`src/hdl/sdi_pkg.sv`:
```
`default_nettype none
package sdi_pkg;

  localparam int REF_W     = 24;
  localparam int COMP_W    = 13;
  localparam int ILL_W     = 16;
  localparam int DIST_W    = 25;
  localparam int DIR_W     = 16;
  localparam int DIR_FB    = 14;
  localparam int DIR_QB    = DIR_FB + 1;
  localparam int SQ_SHIFT  = 2 * DIR_FB;
  localparam int IDX_W     = 3;
  localparam int CFG_DW    = 24;

  localparam logic [COMP_W-1:0] COMP_FULL = 13'd4096;
  localparam logic [DIR_W-1:0]  DIR_ONE   = 16'd16384;

  localparam logic [IDX_W-1:0] REG_STAR_PRESENT = 3'd0;
  localparam logic [IDX_W-1:0] REG_REF_DIST     = 3'd1;
  localparam logic [IDX_W-1:0] REG_COMPENSATION = 3'd2;
  localparam logic [IDX_W-1:0] REG_MIN_ILLUM    = 3'd3;
  localparam logic [IDX_W-1:0] REG_MAX_ILLUM    = 3'd4;

  typedef struct packed {
    logic              star_present;
    logic [REF_W-1:0]  reference_distance;
    logic [COMP_W-1:0] compensation;
    logic [ILL_W-1:0]  min_illumination;
    logic [ILL_W-1:0]  max_illumination;
  } cfg_t;

  typedef struct packed {
    logic nostar;
    logic zero;
  } flags_t;

endpackage
`default_nettype wire

```
`src/hdl/sdi_front.sv`:
```
`default_nettype none
// difference, magnitude, squares, sum of squares: three stages
module sdi_front #(
  parameter int PW = 24,
  localparam int MW = PW + 1,
  localparam int SW = 2 * MW + 2
) (
  input  logic                 clk,
  input  logic                 rst_n,
  input  logic                 en,
  input  logic                 in_vld,
  input  logic [PW-1:0]        px,
  input  logic [PW-1:0]        py,
  input  logic [PW-1:0]        pz,
  input  logic [PW-1:0]        sx,
  input  logic [PW-1:0]        sy,
  input  logic [PW-1:0]        sz,
  input  logic                 star_present,
  output logic                 out_vld,
  output logic [2:0][MW-1:0]   m,
  output logic [2:0]           neg,
  output sdi_pkg::flags_t      flags,
  output logic [SW-1:0]        s
);

  logic [MW-1:0] d_c [3];
  logic [2:0][MW-1:0] m_c;
  logic [2:0] neg_c;

  logic [2:0] vld_r;
  logic [2:0][MW-1:0] m1_r, m2_r, m3_r;
  logic [2:0] neg1_r, neg2_r, neg3_r;
  sdi_pkg::flags_t fl1_r, fl2_r, fl3_r;
  logic [2:0][2*MW-1:0] sq2_r;
  logic [SW-1:0] s3_r;

  always_comb begin
    d_c[0] = {sx[PW-1], sx} - {px[PW-1], px};
    d_c[1] = {sy[PW-1], sy} - {py[PW-1], py};
    d_c[2] = {sz[PW-1], sz} - {pz[PW-1], pz};
    for (int l = 0; l < 3; l++) begin
      neg_c[l] = d_c[l][MW-1];
      m_c[l]   = neg_c[l] ? (~d_c[l] + 1'b1) : d_c[l];
    end
  end

  always_ff @(posedge clk) begin
    if (!rst_n) begin
      vld_r <= '0;
    end else if (en) begin
      vld_r <= {vld_r[1:0], in_vld};
    end
  end

  always_ff @(posedge clk) begin
    if (en) begin
      m1_r         <= m_c;
      neg1_r       <= neg_c;
      fl1_r.nostar <= !star_present;
      fl1_r.zero   <= (m_c == '0);
      for (int l = 0; l < 3; l++) begin
        sq2_r[l] <= m1_r[l] * m1_r[l];
      end
      m2_r   <= m1_r;
      neg2_r <= neg1_r;
      fl2_r  <= fl1_r;
      s3_r   <= SW'(sq2_r[0]) + SW'(sq2_r[1]) + SW'(sq2_r[2]);
      m3_r   <= m2_r;
      neg3_r <= neg2_r;
      fl3_r  <= fl2_r;
    end
  end

  assign out_vld = vld_r[2];
  assign m       = m3_r;
  assign neg     = neg3_r;
  assign flags   = fl3_r;
  assign s       = s3_r;

endmodule
`default_nettype wire

```
`config.mk`:
```
export PLATFORM = sky130hd
export DESIGN_NAME = sdi_front
export DESIGN_NICKNAME = d
export VERILOG_FILES = /design/src/hdl/sdi_pkg.sv /design/src/hdl/sdi_front.sv
export SDC_FILE = /design/constraint.sdc
export NUM_CORES = 2
export LEC_CHECK = 0
export BUFFER_PORTS_ARGS = -buffer_cell sky130_fd_sc_hd__buf_2
export CAP_MARGIN = 20
export CORE_MARGIN = 2
export CORE_UTILIZATION = 55
export CTS_CLUSTER_SIZE = 14
export DETAILED_ROUTE_END_ITERATION = 8
export GPL_TIMING_DRIVEN = 0
export PLACE_DENSITY = 0.72
export SETUP_SLACK_MARGIN = 0.5
export SYNTH_ARGS = -nofsm -noshare
export SYNTH_HDL_FRONTEND = slang
export SYNTH_SLANG_ARGS = --single-unit
```
`constraint.sdc`:
```
create_clock -name clk -period 9 [get_ports clk]
set_clock_uncertainty 0.05 [all_clocks]
set_input_delay 0.9 -clock clk [delete_from_list [all_inputs] [get_ports clk]]
set_output_delay 0.9 -clock clk [all_outputs]
set_load 0.005 [all_outputs]
```
# --- Word-level counts from Yosys, hierarchy flattened ---
# Index checks and enable logic that the tools add are counted.
word_totals:
  inputBits: 149
  elab_cells: 42
  ff_bits: 445
classes:
  addsub: 8
  bitwise_logic: 3
  n_reduce_logical: 2
  n_mux: 3
  n_mul: 3
ops:
  columns: ["op", "n"]
  rows:
  - ["multiplier 25 x 25 -> 50 bit", 3]
  - ["adder 25 x 1 -> 25 bit, second input constant", 3]
  - ["logical NOT 75 bit", 1]
  - ["two-way mux 25 bit", 3]
  - ["inverter 25 bit", 3]
  - ["subtractor 24 x 24 -> 25 bit", 3]
  - ["adder 51 x 50 -> 52 bit", 1]
  - ["adder 50 x 50 -> 51 bit", 1]
  - ["logical NOT 1 bit", 1]

# --- Longest topological paths before layout ---
depth:
  depth_word: 5
  mapped_depth: 32
  ltp_nobuf: 30

# --- Worst setup path after synthesis ---
# OpenSTA, ideal clock, no wires.
synth_timing:
  kind: "reg-to-reg"
  start: "register m1_r[28] in the netlist's numbering"
  end: "register sq2_r[99] in the netlist's numbering (data pin)"
  required_time_ps: 8690
  path_buffers: 2
  stages_incl_launch_ff: 30
  path_slack_ps: 942
  setup_time_ps: 260
  arrival_ps: 7748
  cell_sequence: "edfxtp_1 > clkbuf_1 > clkbuf_1 > nand2_1 > fa_1 > inv_1 > fa_1 > inv_1 > fa_1 > inv_1 > fa_1 > inv_1 > fa_1 > inv_1 > fa_1 > inv_1 > fa_1 > inv_1 > ha_1 > nand2_1 > or3_1 > o41ai_1 > a21oi_1 > a311oi_1 > a21o_1 > a41oi_1 > a211o_1 > o21ai_1 > a21oi_1 > xnor2_1"
synth_between:
  elab_chain_len: 1
synth_rtl:
  columns: ["element", "line", "text"]
  rows:
  - ["start: declaration", "sdi_front.sv:31", "logic [2:0][MW-1:0] m1_r, m2_r, m3_r;"]
  - ["start signal: assignment", "sdi_front.sv:57", "m1_r <= m_c;"]
  - ["multiplier 25 x 25 -> 50 bit", "sdi_front.sv:62", "sq2_r[l] <= m1_r[l] * m1_r[l];"]
  - ["end signal: indexed assignment", "sdi_front.sv:62", null]
  - ["end: declaration", "sdi_front.sv:34", "logic [2:0][2*MW-1:0] sq2_r;"]
# No other way between the ends.
# A chain may end at the register's enable or synchronous reset.

# --- Worst setup path in the final report ---
layout_timing:
  start: "register m1_r[29] in the netlist's numbering"
  end: "register sq2_r[95] in the netlist's numbering (data pin)"
# Same word-level chain as after synthesis.

==> impl_results.md <==
- Yosys synthesis warning count: 0
- Max Fclk: 0.1195 GHz
- I/O Pins: 282
- Post-synth EDFFs: about 440
- Die area: roughly 140000 sq um
- Starting utilization of the core area: 0.5518
- CORE AREA: 139000 sq um
- Total track usage: 0.3023
- Synth Cell Area: ~77000 sq um
- WS Path Type: reg2reg
- Slew Limit Fails: 0
- Crit-path slowest cell: fa_1
- Gpl congestion: 0.9936
- Initial DRC count: 4506
- I/O Buffers: 281
- Main synth FF type: edfxtp_1
- Final Hold Fails: 0
- Status: complete, no violations
- CTS Hold Buffers Added: 0
- CTS tree: done
- Hold Path Class: reg2reg
- Largest net degree at the start of global routing: 128
- Row count: 137
- Hold path depth: 0
- Arr. time, crit path: 8720 ps
- Drt pass-1 iters: 5
- Reg2reg start: m1_r[29]
- Hpwl dp: 172500 um
- Period utilisation layout: 0.9302
- Hold EP: m[66]
- Fill count: 11.73k
- R2R depth: 28
- R2r endpoint: sq2_r[95]
- CTS clk-pin slew, worst paths: 70 ps
- H-tree depth: 2
- Most frequent cells in the layout: inv_1 (2102), fa_1 (1444), ha_1 (679)
- Synth area leaders: fa_1 (38%), edfxtp_1 (17%), ha_1 (11%), inv_1 (10%), nand2_1 (3.0%)
- Drt drc: 0
- Commonest non-fill, non-tap cell in the layout: inv_1
- Register area share after synthesis: 0.1715
- Initial antenna violation count: 13
- CP endpoint kind: flop
- Post-synth cell types: 117
- GRT overflow: 0
- Layout Nets: between 10k and 15k
- Clock sink total: around 440
- RSZ-0062 raised after global routing: false
- Final min period: 8372 ps
- Die H: between 300 and 400 um
- Area Growth Syn to Fin: 10.09%
- Final Core Density: 0.6075
- FFs w/ async S/R, synth: 0
- Post-synth top area share: 0.3789
- R2R setup slack: 630 ps
- Crit-path max FO: 10
- Place WS: -1751 ps
- Die Wd: 377.5 um
- Worst-Skew Late Latency: 660 ps
- Routed Antenna Nets: 0
- Max-cap viol count: 0
- DR vias: 55.30k
- First-pass GRT wire length: approximately 320000 um
- Largest area contributor in the netlist: fa_1
- Routed len/inst: 20.72 um
- Required @ worst endpoint: about 9400 ps
- CP Launch Point: m1_r[29]
- Hold_sp: m2_r[66]
- Clock root buffer: clkbuf_16
- Layout cell share with drive strength beyond 1: 0.09773
- Vias in the first global route: 57.42k
- Mean post-synth cell area: 9.859 sq um
- Setup ws final: between 600 and 700 ps
- Setup violators final: 0
- Clock buffer count from CTS: 54
- Critical Path Max Stage Delay: 540 ps
- Vias/cell: 5.434
- Crit path launch type: flop
- Rel. slew slack: 0.1770
- Synth Instances: a little under 8k
- Synth Register Bits: 439
- Clk buf depth: 3
- Least-Margin Pin Slew: 1219 ps
- Final wirelength: 210900 um
[registers in the layout, indices dropped and copies added (netlist names)]
signal,count
vld_r,3
neg,3
m2_r,75
neg1_r,3
fl1_r,2
flags,2
m,75
fl2_r,2
m1_r,75
sq2_r,144
s,52
neg2_r,3
[cell families (layout without fill, tap and decap cells)]
family | Yosys count | in the layout | share of synthesized area
AOI/OAI and AO/OA | 879 | 879 | 0.07617
xor gates and xnor gates | 337 | 337 | 0.03916
adders and majority gates | 2140 | 2140 | 0.4911
buffers and inverters | 2331 | 2846 | 0.1147
DFF | 439 | 439 | 0.1715
muxes | 17 | 17 | 0.002300
other | 1 | 4 | 0.00004888
and+or+nand+nor | 1637 | 1637 | 0.1050
[how the worst max path moves through the flow]
stage                     cells after the start  slack, ps         to
after floorplan                              29        940  sq2_r[99]
after global placement                       29      -1740  sq2_r[99]
after detailed placement                     29      -1750  sq2_r[99]
after CTS                                    28        500  sq2_r[94]
after global routing                         31        430  sq2_r[92]
final                                        28        630  sq2_r[95]
[cells in the mapped netlist (102+ instances only)]
cell type	instances
clkbuf_1	202
o21ai_0	122
edfxtp_1	436
inv_1	2110
nor2_1	280
nand2_1	618
ha_1	688
a21o_1	174
and2_1	370
a21oi_1	255
xnor2_1	231
xor2_1	102
fa_1	1452
[per-stage QoR]
stage	hold WS (ps)	area, sq um	instances	setup TNS, ps
CTS	361.5	83570	10120	0
global placement	350.3	80470	9940	-37620
floorplan	350.3	76720	7783	0
detailed placement	354.5	80560	9943	-42380
finish	361.9	84450	10180	0
global route	371.5	84450	10170	0
[critical path: cells and delay by family, from the launching register on]
kind                       cells  cell delay [ps]
AOI/OAI and AO/OA              6             1810
xor gates and xnor gates       1              400
adders and majority gates      8             3710
buffers and inverters         10             1030
DFF                            1              420
and+or+nand+nor                3              700
[layout make-up]
| class | count | area [sq um] | area share |
|---|---|---|---|
| multi-input cells | 5013 | 55210 | 0.6538 |
| flip-flops and latches | 439 | 13150 | 0.1557 |
| inverters | 2118 | 7988 | 0.09458 |
| repair buffers | 415 | 2614 | 0.03095 |
| well taps | 1876 | 2347 | 0.02779 |
| clock buffers | 58 | 1366 | 0.01618 |
| plain buffers | 213 | 1339 | 0.01585 |
| clock inverters | 42 | 430.4 | 0.005097 |
| diodes | 1 | 2.502 | 0.00002963 |
[layer usage]
metal | GRT usage | vias up | share of wire
li1 | - | 24850 | -
met1 | 0.4104 | 27530 | 0.40
met2 | 0.4661 | 2458 | 0.45
met3 | 0.06906 | 453 | 0.10
met4 | 0.1336 | 2 | 0.050
met5 | 0 | - | 0.000062
[timing repair]
| action | CTS | global route |
|---|---|---|
| buffers inserted | 76 | 55 |
| resized for setup | 204 | 238 |
| hold endpoints to repair | 0 | 0 |
| setup endpoints to repair | 74 | 34 |
| pin swaps | 11 | 33 |
Power is not shown: default switching activity piles up to over one toggle a cycle in this logic, so the estimate is an artifact.
